File: config.mk
export PLATFORM = sky130hd
export DESIGN_NAME = activation_forward_backward_unit_core
export DESIGN_NICKNAME = d
export VERILOG_FILES = /design/src/rtl/afbu_pkg.sv /design/src/rtl/activation_forward_backward_unit_core.sv
export SDC_FILE = /design/constraint.sdc
export NUM_CORES = 2
export LEC_CHECK = 0
export ABC_AREA = 1
export BUFFER_PORTS_ARGS = -buffer_cell sky130_fd_sc_hd__clkbuf_2
export CORE_MARGIN = 4
export CORE_UTILIZATION = 57
export CTS_CLUSTER_SIZE = 30
export DETAILED_ROUTE_END_ITERATION = 16
export PLACE_DENSITY_LB_ADDON = 0.25
export SLEW_MARGIN = 20
export SYNTH_ARGS = -nofsm -noshare
export SYNTH_HDL_FRONTEND = slang
export SYNTH_SLANG_ARGS = --single-unit
File: constraint.sdc
create_clock -name i_clk -period 11.5 [get_ports i_clk]
set_clock_uncertainty 0.1 [all_clocks]
set_input_delay 1.15 -clock i_clk [delete_from_list [all_inputs] [get_ports i_clk]]
set_output_delay 1.15 -clock i_clk [all_outputs]
set_load 0.1 [all_outputs]
File: src/rtl/afbu_pkg.sv
package afbu_pkg;

    // number format: signed q4.12 in a 16-bit word
    localparam int DATA_W    = 16;
    localparam int FRAC_BITS = 12;

    // lookup grid: 2^SEG_BITS equal segments over [-8, 8)
    localparam int SEG_BITS  = 6;
    localparam int NSEG      = 1 << SEG_BITS;
    localparam int SEG_SHIFT = FRAC_BITS + 4 - SEG_BITS;
    localparam int IDX_W     = SEG_BITS + 1;

    // table entries reach +8.0, beyond the data word; the table word is two bits wider
    localparam int TAB_W     = DATA_W + 2;

    typedef logic signed [DATA_W-1:0] t_data;
    typedef logic signed [TAB_W-1:0]  t_tab;

    // configuration register indexes
    localparam logic CFG_KIND = 1'b0;
    localparam logic CFG_DIR  = 1'b1;

    // activation kinds
    localparam logic [1:0] KIND_RELU   = 2'd0;
    localparam logic [1:0] KIND_GELU   = 2'd1;
    localparam logic [1:0] KIND_SIG    = 2'd2;
    localparam logic [1:0] KIND_UNUSED = 2'd3;

    // pass direction
    localparam logic DIR_FWD = 1'b0;
    localparam logic DIR_BWD = 1'b1;

    // table selection
    localparam logic [1:0] TAB_GELU     = 2'd0;
    localparam logic [1:0] TAB_GELU_DER = 2'd1;
    localparam logic [1:0] TAB_SIG      = 2'd2;
    localparam logic [1:0] TAB_SIG_DER  = 2'd3;

    // x * phi(x) at every segment end, q.12
    localparam t_tab GELU_TAB [0:NSEG] = '{
        18'sd0,     18'sd0,     18'sd0,     18'sd0,     18'sd0,     18'sd0,
        18'sd0,     18'sd0,     18'sd0,     18'sd0,     18'sd0,     18'sd0,
        18'sd0,     18'sd0,     18'sd0,     18'sd0,     -18'sd1,    -18'sd1,
        -18'sd3,    -18'sd8,    -18'sd17,   -18'sd34,   -18'sd64,   -18'sd113,
        -18'sd186,  -18'sd287,  -18'sd410,  -18'sd541,  -18'sd650,  -18'sd696,
        -18'sd632,  -18'sd411,  18'sd0,     18'sd613,   18'sd1416,  18'sd2376,
        18'sd3446,  18'sd4579,  18'sd5734,  18'sd6881,  18'sd8006,  18'sd9103,
        18'sd10176, 18'sd11230, 18'sd12271, 18'sd13304, 18'sd14333, 18'sd15359,
        18'sd16383, 18'sd17408, 18'sd18432, 18'sd19456, 18'sd20480, 18'sd21504,
        18'sd22528, 18'sd23552, 18'sd24576, 18'sd25600, 18'sd26624, 18'sd27648,
        18'sd28672, 18'sd29696, 18'sd30720, 18'sd31744, 18'sd32768
    };

    // gelu derivative, q.12
    localparam t_tab GELU_DER_TAB [0:NSEG] = '{
        18'sd0,     18'sd0,     18'sd0,     18'sd0,     18'sd0,     18'sd0,
        18'sd0,     18'sd0,     18'sd0,     18'sd0,     18'sd0,     18'sd0,
        18'sd0,     18'sd0,     18'sd0,     -18'sd1,    -18'sd2,    -18'sd5,
        -18'sd12,   -18'sd25,   -18'sd49,   -18'sd90,   -18'sd154,  -18'sd242,
        -18'sd349,  -18'sd454,  -18'sd522,  -18'sd502,  -18'sd341,  18'sd3,
        18'sd543,   18'sd1248,  18'sd2048,  18'sd2848,  18'sd3553,  18'sd4093,
        18'sd4437,  18'sd4598,  18'sd4618,  18'sd4550,  18'sd4445,  18'sd4338,
        18'sd4250,  18'sd4186,  18'sd4145,  18'sd4121,  18'sd4108,  18'sd4101,
        18'sd4098,  18'sd4097,  18'sd4096,  18'sd4096,  18'sd4096,  18'sd4096,
        18'sd4096,  18'sd4096,  18'sd4096,  18'sd4096,  18'sd4096,  18'sd4096,
        18'sd4096,  18'sd4096,  18'sd4096,  18'sd4096,  18'sd4096
    };

    // logistic sigmoid, q.12
    localparam t_tab SIG_TAB [0:NSEG] = '{
        18'sd1,     18'sd2,     18'sd2,     18'sd3,     18'sd4,     18'sd5,
        18'sd6,     18'sd8,     18'sd10,    18'sd13,    18'sd17,    18'sd21,
        18'sd27,    18'sd35,    18'sd45,    18'sd58,    18'sd74,    18'sd94,
        18'sd120,   18'sd153,   18'sd194,   18'sd246,   18'sd311,   18'sd391,
        18'sd488,   18'sd606,   18'sd747,   18'sd912,   18'sd1102,  18'sd1314,
        18'sd1546,  18'sd1793,  18'sd2048,  18'sd2303,  18'sd2550,  18'sd2782,
        18'sd2994,  18'sd3184,  18'sd3349,  18'sd3490,  18'sd3608,  18'sd3705,
        18'sd3785,  18'sd3850,  18'sd3902,  18'sd3943,  18'sd3976,  18'sd4002,
        18'sd4022,  18'sd4038,  18'sd4051,  18'sd4061,  18'sd4069,  18'sd4075,
        18'sd4079,  18'sd4083,  18'sd4086,  18'sd4088,  18'sd4090,  18'sd4091,
        18'sd4092,  18'sd4093,  18'sd4094,  18'sd4094,  18'sd4095
    };

    // sigmoid derivative s * (1 - s), q.12
    localparam t_tab SIG_DER_TAB [0:NSEG] = '{
        18'sd1,     18'sd2,     18'sd2,     18'sd3,     18'sd4,     18'sd5,
        18'sd6,     18'sd8,     18'sd10,    18'sd13,    18'sd17,    18'sd21,
        18'sd27,    18'sd35,    18'sd45,    18'sd57,    18'sd72,    18'sd92,
        18'sd117,   18'sd147,   18'sd185,   18'sd231,   18'sd287,   18'sd353,
        18'sd430,   18'sd517,   18'sd611,   18'sd709,   18'sd805,   18'sd892,
        18'sd963,   18'sd1008,  18'sd1024,  18'sd1008,  18'sd963,   18'sd892,
        18'sd805,   18'sd709,   18'sd611,   18'sd517,   18'sd430,   18'sd353,
        18'sd287,   18'sd231,   18'sd185,   18'sd147,   18'sd117,   18'sd92,
        18'sd72,    18'sd57,    18'sd45,    18'sd35,    18'sd27,    18'sd21,
        18'sd17,    18'sd13,    18'sd10,    18'sd8,     18'sd6,     18'sd5,
        18'sd4,     18'sd3,     18'sd2,     18'sd2,     18'sd1
    };

endpackage

File: src/rtl/activation_forward_backward_unit_core.sv
// channel   | signals                                   | direction
// ----------+-------------------------------------------+----------
// input     | i_in_valid, o_in_ready, i_x_value,        | in
//           | i_grad_in                                 |
// result    | o_out_valid, i_out_ready, o_result        | out
// config    | i_cfg_we, i_cfg_index, i_cfg_data         | in
//
// one item per cycle sustained unless the output stalls; each item passes
// five register stages (table lookup, interpolation product, interpolation
// sum, gradient product, round and saturate into the output register).
// reset (synchronous, active low) empties the pipeline and sets relu forward.
// a stall at the output holds every full stage in place; the input is taken
// whenever the first stage is empty or moving on.
module activation_forward_backward_unit_core (
    input  logic                             i_clk,
    input  logic                             i_rst_n,
    // input items
    input  logic                             i_in_valid,
    output logic                             o_in_ready,
    input  logic signed [afbu_pkg::DATA_W-1:0] i_x_value,
    input  logic signed [afbu_pkg::DATA_W-1:0] i_grad_in,
    // result items
    output logic                             o_out_valid,
    input  logic                             i_out_ready,
    output logic signed [afbu_pkg::DATA_W-1:0] o_result,
    // configuration writes
    input  logic                             i_cfg_we,
    input  logic                             i_cfg_index,
    input  logic [1:0]                       i_cfg_data
);

    localparam int DW   = afbu_pkg::DATA_W;
    localparam int FB   = afbu_pkg::FRAC_BITS;
    localparam int SH   = afbu_pkg::SEG_SHIFT;
    localparam int TW   = afbu_pkg::TAB_W;
    localparam int IW   = afbu_pkg::IDX_W;
    localparam int SB   = afbu_pkg::SEG_BITS;
    // interpolation product: (TW+1)-bit difference times SH-bit offset
    localparam int PW   = TW + 1 + SH + 1;
    // gradient product
    localparam int GW   = DW + TW;
    // rounded gradient before saturation
    localparam int RW   = GW - FB + 1;

    localparam logic signed [DW-1:0] SAT_HI = {1'b0, {(DW-1){1'b1}}};
    localparam logic signed [DW-1:0] SAT_LO = {1'b1, {(DW-1){1'b0}}};

    // table read for the selected function
    function automatic afbu_pkg::t_tab f_lookup(input logic [1:0] sel,
                                                input logic [IW-1:0] idx);
        afbu_pkg::t_tab val;
        unique case (sel)
            afbu_pkg::TAB_GELU:     val = afbu_pkg::GELU_TAB[idx];
            afbu_pkg::TAB_GELU_DER: val = afbu_pkg::GELU_DER_TAB[idx];
            afbu_pkg::TAB_SIG:      val = afbu_pkg::SIG_TAB[idx];
            afbu_pkg::TAB_SIG_DER:  val = afbu_pkg::SIG_DER_TAB[idx];
            default:                val = '0;
        endcase
        return val;
    endfunction

    // configuration registers
    logic [1:0] r_kind;
    logic       r_dir;

    always_ff @(posedge i_clk) begin
        if (!i_rst_n) begin
            r_kind <= afbu_pkg::KIND_RELU;
            r_dir  <= afbu_pkg::DIR_FWD;
        end else if (i_cfg_we) begin
            unique case (i_cfg_index)
                afbu_pkg::CFG_KIND: r_kind <= i_cfg_data;
                afbu_pkg::CFG_DIR:  r_dir  <= i_cfg_data[0];
                default:            r_kind <= r_kind;
            endcase
        end
    end

    // stage valids and advance chain
    logic r1_v, r2_v, r3_v, r4_v;
    logic w_adv1, w_adv2, w_adv3, w_adv4, w_adv5;

    assign w_adv5     = !o_out_valid || i_out_ready;
    assign w_adv4     = !r4_v || w_adv5;
    assign w_adv3     = !r3_v || w_adv4;
    assign w_adv2     = !r2_v || w_adv3;
    assign w_adv1     = !r1_v || w_adv2;
    assign o_in_ready = w_adv1;

    always_ff @(posedge i_clk) begin
        if (!i_rst_n) begin
            r1_v        <= 1'b0;
            r2_v        <= 1'b0;
            r3_v        <= 1'b0;
            r4_v        <= 1'b0;
            o_out_valid <= 1'b0;
        end else begin
            if (w_adv1) begin
                r1_v <= i_in_valid;
            end
            if (w_adv2) begin
                r2_v <= r1_v;
            end
            if (w_adv3) begin
                r3_v <= r2_v;
            end
            if (w_adv4) begin
                r4_v <= r3_v;
            end
            if (w_adv5) begin
                o_out_valid <= r4_v;
            end
        end
    end

    // stage 1: segment index, offset and both segment ends
    logic [DW-1:0]   w_d;
    logic [SB-1:0]   w_seg;
    logic [IW-1:0]   w_idx0;
    logic [IW-1:0]   w_idx1;
    logic [1:0]      w_sel;

    // x + 8.0 as an unsigned offset from the low end of the grid
    assign w_d    = {~i_x_value[DW-1], i_x_value[DW-2:0]};
    assign w_seg  = w_d[DW-1 -: SB];
    assign w_idx0 = {1'b0, w_seg};
    assign w_idx1 = w_idx0 + IW'(1);

    always_comb begin
        priority case (1'b1)
            r_kind == afbu_pkg::KIND_SIG && r_dir == afbu_pkg::DIR_BWD:
                w_sel = afbu_pkg::TAB_SIG_DER;
            r_kind == afbu_pkg::KIND_SIG:
                w_sel = afbu_pkg::TAB_SIG;
            r_dir == afbu_pkg::DIR_BWD:
                w_sel = afbu_pkg::TAB_GELU_DER;
            default:
                w_sel = afbu_pkg::TAB_GELU;
        endcase
    end

    afbu_pkg::t_tab   r1_t0, r1_t1;
    logic [SH-1:0]    r1_u;
    afbu_pkg::t_data  r1_x, r1_dy;
    logic [1:0]       r1_kind;
    logic             r1_dir;

    always_ff @(posedge i_clk) begin
        if (w_adv1) begin
            r1_t0   <= f_lookup(w_sel, w_idx0);
            r1_t1   <= f_lookup(w_sel, w_idx1);
            r1_u    <= w_d[SH-1:0];
            r1_x    <= i_x_value;
            r1_dy   <= i_grad_in;
            r1_kind <= r_kind;
            r1_dir  <= r_dir;
        end
    end

    // stage 2: slope times offset within the segment
    logic signed [TW:0]   w_diff;
    logic signed [PW-1:0] w_diff_ext;
    logic signed [PW-1:0] w_u_ext;

    assign w_diff     = (TW+1)'(r1_t1) - (TW+1)'(r1_t0);
    assign w_diff_ext = PW'(w_diff);
    assign w_u_ext    = PW'($signed({1'b0, r1_u}));

    logic signed [PW-1:0] r2_prod;
    afbu_pkg::t_tab       r2_t0;
    afbu_pkg::t_data      r2_x, r2_dy;
    logic [1:0]           r2_kind;
    logic                 r2_dir;

    always_ff @(posedge i_clk) begin
        if (w_adv2) begin
            r2_prod <= w_diff_ext * w_u_ext;
            r2_t0   <= r1_t0;
            r2_x    <= r1_x;
            r2_dy   <= r1_dy;
            r2_kind <= r1_kind;
            r2_dir  <= r1_dir;
        end
    end

    // stage 3: add the rounded step to the lower segment end
    logic signed [PW-1:0] w_step_r;
    logic signed [PW-1:0] w_step;
    afbu_pkg::t_tab       w_interp;

    assign w_step_r = r2_prod + PW'(1 << (SH - 1));
    assign w_step   = w_step_r >>> SH;
    assign w_interp = r2_t0 + TW'(w_step);

    afbu_pkg::t_tab   r3_f;
    afbu_pkg::t_data  r3_x, r3_dy;
    logic [1:0]       r3_kind;
    logic             r3_dir;

    always_ff @(posedge i_clk) begin
        if (w_adv3) begin
            r3_f    <= w_interp;
            r3_x    <= r2_x;
            r3_dy   <= r2_dy;
            r3_kind <= r2_kind;
            r3_dir  <= r2_dir;
        end
    end

    // stage 4: upstream gradient times derivative
    logic signed [GW-1:0] w_dy_ext;
    logic signed [GW-1:0] w_f_ext;

    assign w_dy_ext = GW'(r3_dy);
    assign w_f_ext  = GW'(r3_f);

    logic signed [GW-1:0] r4_gprod;
    afbu_pkg::t_tab       r4_f;
    afbu_pkg::t_data      r4_x, r4_dy;
    logic [1:0]           r4_kind;
    logic                 r4_dir;

    always_ff @(posedge i_clk) begin
        if (w_adv4) begin
            r4_gprod <= w_dy_ext * w_f_ext;
            r4_f     <= r3_f;
            r4_x     <= r3_x;
            r4_dy    <= r3_dy;
            r4_kind  <= r3_kind;
            r4_dir   <= r3_dir;
        end
    end

    // stage 5: round the gradient, pick the result and saturate
    logic signed [GW:0]   w_gr_r;
    logic signed [GW:0]   w_gr_s;
    logic signed [RW-1:0] w_grad;
    logic signed [RW-1:0] w_pick;
    logic                 w_x_pos;
    afbu_pkg::t_data      w_sat;

    assign w_gr_r  = (GW+1)'(r4_gprod) + (GW+1)'(1 << (FB - 1));
    assign w_gr_s  = w_gr_r >>> FB;
    assign w_grad  = RW'(w_gr_s);
    assign w_x_pos = !r4_x[DW-1] && (r4_x != '0);

    always_comb begin
        unique case (r4_kind)
            afbu_pkg::KIND_RELU: begin
                if (!w_x_pos) begin
                    w_pick = '0;
                end else if (r4_dir == afbu_pkg::DIR_BWD) begin
                    w_pick = RW'(r4_dy);
                end else begin
                    w_pick = RW'(r4_x);
                end
            end
            afbu_pkg::KIND_GELU, afbu_pkg::KIND_SIG: begin
                if (r4_dir == afbu_pkg::DIR_BWD) begin
                    w_pick = w_grad;
                end else begin
                    w_pick = RW'(r4_f);
                end
            end
            afbu_pkg::KIND_UNUSED: w_pick = '0;
            default:               w_pick = '0;
        endcase
    end

    always_comb begin
        if (w_pick > RW'(SAT_HI)) begin
            w_sat = SAT_HI;
        end else if (w_pick < RW'(SAT_LO)) begin
            w_sat = SAT_LO;
        end else begin
            w_sat = DW'(w_pick);
        end
    end

    always_ff @(posedge i_clk) begin
        if (w_adv5) begin
            o_result <= w_sat;
        end
    end

endmodule
**Word-level counts from Yosys, hierarchy flattened**

Memories as Yosys holds them, arrays and structs flattened.
Cells that the tools add are included.

- Register bits: 326
- Memory bits (read-only): 18,432
- Input bits: 40
- Output and inout bits: 18
- Word-level logic and storage cells: 107
- Memories kept: 8

- Add/subtract/negate cells: 5
- Multiply operators: 2
- $lt $le $gt $ge: 4
- Equal/unequal tests: 7
- Mux-type cells: 26
- Bitwise logic cells: 4
- Reduce and logical (&&, ||, !) cells: 19

Memories:

| name | words | bits a word | rd ports | clocked after memory_dff | wr ports | line | source |
|---|---|---|---|---|---|---|---|
| (name not given) | 128 | 18 | 1 | 0 | 0 | activation_forward_backward_unit_core.sv:56 | `afbu_pkg::TAB_SIG_DER: val = afbu_pkg::SIG_DER_TAB[idx];` |
| (name not given) | 128 | 18 | 1 | 0 | 0 | activation_forward_backward_unit_core.sv:55 | `afbu_pkg::TAB_SIG: val = afbu_pkg::SIG_TAB[idx];` |
| (name not given) | 128 | 18 | 1 | 0 | 0 | activation_forward_backward_unit_core.sv:54 | `afbu_pkg::TAB_GELU_DER: val = afbu_pkg::GELU_DER_TAB[idx];` |
| (name not given) | 128 | 18 | 1 | 0 | 0 | activation_forward_backward_unit_core.sv:53 | `afbu_pkg::TAB_GELU: val = afbu_pkg::GELU_TAB[idx];` |
| (name not given) | 128 | 18 | 1 | 0 | 0 | activation_forward_backward_unit_core.sv:56 |  |
| (name not given) | 128 | 18 | 1 | 0 | 0 | activation_forward_backward_unit_core.sv:55 |  |
| +2 memories | n/a | n/a | n/a | n/a | n/a | n/a |  |

Operator list:

| operator | count |
|---|---|
| $mux W18 | 16 |
| $pmux W18 S4 | 2 |
| $mux W23 | 3 |
| $pmux W23 S3 | 1 |
| $add A34 B13 Y35 const B | 1 |
| $mul A16 B18 Y34 | 1 |
| $add A28 B11 Y28 const B | 1 |
| $mul A19 B11 Y28 | 1 |
| $gt A23 B16 Y1 const B | 1 |
| $lt A23 B16 Y1 const B | 1 |
| $sub A18 B18 Y19 | 1 |
| $add A18 B18 Y18 | 1 |
| $ge A8 B8 Y1 const B | 2 |
| $mux W16 | 1 |
| $reduce_bool A16 Y1 | 1 |
| $eq A2 B2 Y1 const B | 5 |
| $not A6 Y8 | 1 |
| $not A7 Y8 | 1 |
| $add A6 B1 Y7 const B | 1 |
| $logic_not A1 Y1 | 6 |
| $logic_or A1 B1 Y1 | 5 |
| $eq A2 B1 Y1 const B | 2 |
| $logic_not A2 Y1 | 2 |
| $mux W2 | 2 |
| other kinds (5) | 8 |

**Longest topological paths before layout**

- Word-level depth: 7
- Gate-level depth with buffers: 35
- Mapped depth without buffers: 35

**Worst setup path after synthesis**

OpenSTA, ideal clock, no wires.

- Path type: input port to output port
- Start point: in i_out_ready
- End point: out o_in_ready
- Data arrival time: 6,678 ps
- Required time: 10,250 ps
- Setup slack: 3,572 ps
- Stages: 8
- Buffers on the path: 0
- Path through: nor2_1 inv_1 nor2_1 inv_1 nor2_1 inv_1 nor2_1 nand2_1

- Word-level cells in the longest chain between the ends: 5

Ends and longest elaborated chain:

| item | line | source |
|---|---|---|
| start: declaration | activation_forward_backward_unit_core.sv:24 | `input logic i_out_ready,` |
| $logic_or A1 B1 Y1 | activation_forward_backward_unit_core.sv:83 | `assign w_adv5 = !o_out_valid \|\| i_out_ready;` |
| net w_adv5 | activation_forward_backward_unit_core.sv:81 | `logic w_adv1, w_adv2, w_adv3, w_adv4, w_adv5;` |
| $logic_or A1 B1 Y1 | activation_forward_backward_unit_core.sv:84 | `assign w_adv4 = !r4_v \|\| w_adv5;` |
| net w_adv4 | activation_forward_backward_unit_core.sv:81 |  |
| $logic_or A1 B1 Y1 | activation_forward_backward_unit_core.sv:85 | `assign w_adv3 = !r3_v \|\| w_adv4;` |
| net w_adv3 | activation_forward_backward_unit_core.sv:81 |  |
| $logic_or A1 B1 Y1 | activation_forward_backward_unit_core.sv:86 | `assign w_adv2 = !r2_v \|\| w_adv3;` |
| $logic_or A1 B1 Y1 | activation_forward_backward_unit_core.sv:87 | `assign w_adv1 = !r1_v \|\| w_adv2;` |
| end: declaration | activation_forward_backward_unit_core.sv:19 | `output logic o_in_ready,` |

The timed path passes the listed nets, and every way through them passes these cells.

**Final worst setup path**

- Start point: reg r1_t0[2]
- End point: reg r2_prod[19], data pin

- Word-level cells in the longest chain between the ends: 2

Ends and longest elaborated chain:

| item | line | source |
|---|---|---|
| start: declaration | activation_forward_backward_unit_core.sv:142 | `afbu_pkg::t_tab r1_t0, r1_t1;` |
| start signal: assignment | activation_forward_backward_unit_core.sv:150 | `r1_t0 <= f_lookup(w_sel, w_idx0);` |
| $sub A18 B18 Y19 | activation_forward_backward_unit_core.sv:165 | `assign w_diff = (TW+1)'(r1_t1) - (TW+1)'(r1_t0);` |
| $mul A19 B11 Y28 | activation_forward_backward_unit_core.sv:177 | `r2_prod <= w_diff_ext * w_u_ext;` |
| end signal: assignment | activation_forward_backward_unit_core.sv:177 |  |
| end: declaration | activation_forward_backward_unit_core.sv:169 | `logic signed [PW-1:0] r2_prod;` |

No other way between the ends.
A chain may end at the register's enable or synchronous reset.

==> flow_summary.json <==
{
  "ys_async_sr_fraction_pct": 0,
  "status": "complete, no violations",
  "drive_gt1_share_pct": 5.55,
  "cts_buffer_depth": 3,
  "synth_top_area_cell": "fa_1",
  "vias": 28827,
  "gr-total-overflow": 0,
  "antenna_found_initial": 1,
  "final.setup.tns_ns": 0,
  "htreeDepth": 2,
  "ys_seq_elements": 291,
  "clkTransAtPathRegs_ns": 0.06,
  "synth_warnings": 0,
  "ant_nets": 0,
  "fmax_mhz": 146,
  "timing.setup.critical_path_class": "reg2reg",
  "area_delta_synth_final_pct": 6.13,
  "die_h_um": 255,
  "top_layer_used": "met5",
  "cts_root_buffer": "clkbuf_16",
  "rows": 90,
  "gp_congestion": 1.05,
  "rsz0062_at_grt": "no",
  "netlist_top_cells_area": "fa_1, edfxtp_1, inv_1, nand2_1, ha_1",
  "yosysMostFrequentCell": "inv_1",
  "netlist_instances": 4125,
  "maxCapViolCount": 0,
  "multiInputGateArea_um2": 22200,
  "drtPass1Iterations": 6,
  "dieArea_um2": 65000,
  "setup_viol": 0,
  "final-seq-area_um2": 8660,
  "cp.required_ns": 11.72,
  "grt_max_degree": 79,
  "drt-met1-wl_mm": 39.2,
  "synth_common_cells": "inv_1, nand2_1, fa_1, nor2_1, edfxtp_1",
  "first_global_vias": 29576,
  "totalWireLength_mm": 104,
  "grt_pass1_wl_mm": 164,
  "detail_route.vias_per_cell": 5.85,
  "portBuffers": 57,
  "worst_pin_slew_ns": 1.09,
  "period_needed_ns": 6.84,
  "post-cts-setup-buffer-count": 0,
  "cts_hold_buf": 0,
  "final_core_util_pct": 61.1,
  "cts_buffers": 34,
  "cp-end-kind": "register",
  "fillCellCount": 5351,
  "crit_fanout": 7,
  "cts_tree": "yes",
  "synth_area_per_cell_um2": 8.42,
  "grt_use_total_pct": 32.8,
  "syn-num-nets": 4835,
  "synth.top_cell.area_share_pct": 26.0,
  "netlist_area_um2": 34700,
  "cp.arrival_ns": 7.05,
  "ios": 58,
  "dieWidth_um": 255,
  "drtIter0Drc": 2734,
  "dr_wl_met3_mm": 8.37,
  "hold_viol": 0,
  "synth_edf_count": 283,
  "max-slew-margin-rel_pct": 27.6,
  "hp-class": "reg2reg",
  "core_um2": 60400,
  "wl_per_cell_um": 21.2,
  "clock-sinks": 291,
  "finalNetCount": 4828,
  "ys_seq_area_share_pct": 24.9,
  "diodes": 0,
  "netlist-cell-type-count": 68,
  "initial_core_util_pct": 57.6,
  "dp_hpwl_mm": 78.9,
  "clk_latency_ns": 0.56,
  "drc_errors": 0,
  "start_kind": "register",
  "drv_slew": 0,
  "cts_resized": 0,
  "met2RoutedLength_mm": 49.7,
  "synthFlopType": "edfxtp_1",
  "fin_crit_sh_pct": 59.4
}
## per-stage QoR
step	hold slack, ns	setup WS (ns)	cells	instance area, um^2
2_1_floorplan	0.300	3.57	4125	34700
3_3_place_gp	0.300	4.67	4864	35700
3_5_place_dp	0.305	4.79	4864	35700
4_1_cts	0.315	4.76	4926	36900
5_1_grt	0.318	4.15	4926	36900
6_report	0.315	4.66	4926	36900
## kinds of logic (layout without fill, tap and decap cells)
logic type	count (synthesis)	in the layout	share of synthesized area [%]
AOI/OAI and AO/OA	568	568	9.63
xor gates and xnor gates	106	106	2.71
adders and majority gates	670	670	33.9
buffers and inverters	1015	1034	11.2
DFF	291	291	24.9
muxes	4	4	0.115
and+or+nand+nor	1471	1471	17.5
## flip-flops by register name, indices dropped and copies added (netlist names), 2 cells and up
name      cells
r4_dy        16
r4_f         18
r1_t1        17
r4_gprod     23
r3_kind       2
o_result     16
r2_kind       2
r2_dy        16
r3_f         18
r2_prod      19
r4_x         16
r1_kind       2
r3_x         16
r1_u          9
r1_x          7
r1_t0        16
r3_dy        16
r2_x         16
r_kind        2
r2_t0        16
r1_dy        16
r4_kind       2
## layout make-up
type / count / share of cell area, %
timing repair buffer: 98 / 1.61
tap: 782 / 2.65
inverter: 874 / 8.91
clock inverter: 21 / 0.716
sequential: 291 / 23.5
multi-input combinational: 2819 / 60.2
clock buffer: 41 / 2.43
## per-layer routing
layer / vias to the layer above / GRT usage [%]
met4: 2 / 18.4
li1: 12993 / -
met2: 1471 / 54.8
met3: 449 / 5.59
met5: - / 0
met1: 13912 / 40.8
## path summary, 6_finish.rpt
path                                from          end  slack (ns)  depth (start not counted)
worst max-delay path            r1_t0[2]  r2_prod[19]        4.66                         24
worst min-delay path             r2_x[0]      r3_x[0]        0.31                          0
worst max register to register  r1_t0[2]  r2_prod[19]        4.66                         24
worst min register to register   r2_x[0]      r3_x[0]        0.31                          0
## worst max-delay path: stages, from the launching register on
cell      delay, ns
edfxtp_1       0.36
inv_1          0.06
ha_1           0.37
nand2_1        0.09
nand2_1        0.07
a31oi_1        0.32
o221ai_1       0.18
xor2_1         0.62
nand2_1        0.17
fa_1           0.55
fa_1           0.52
inv_1          0.05
fa_1           0.50
fa_1           0.49
inv_1          0.05
fa_1           0.50
inv_1          0.05
ha_1           0.33
a21oi_1        0.25
o21a_1         0.14
o21ai_0        0.10
a21oi_1        0.26
o21ai_0        0.18
a21oi_1        0.21
xnor2_1        0.08
## cells in the final DEF, fill, tap and decap left out, drive strengths merged, types with 6 or more instances in the layout
cell,count
edfxtp,283
ha,219
buf,41
nor3,48
o31ai,14
dfxtp,8
a221oi,6
o221ai,12
o21ai,211
nor4,10
o21bai,8
o32ai,10
a21o,10
xnor2,34
clkbuf,98
o211ai,20
nand3,130
nand2,849
nand4,34
or2,30
o311ai,9
o21a,9
o22ai,23
xor2,71
a21oi,173
nor2,362
clkinv,12
a31oi,16
fa,451
a211oi,15
o2111ai,9
clkinvlp,7
inv,873
Power is not shown: default switching activity piles up to over one toggle a cycle in this logic, so the estimate is an artifact.
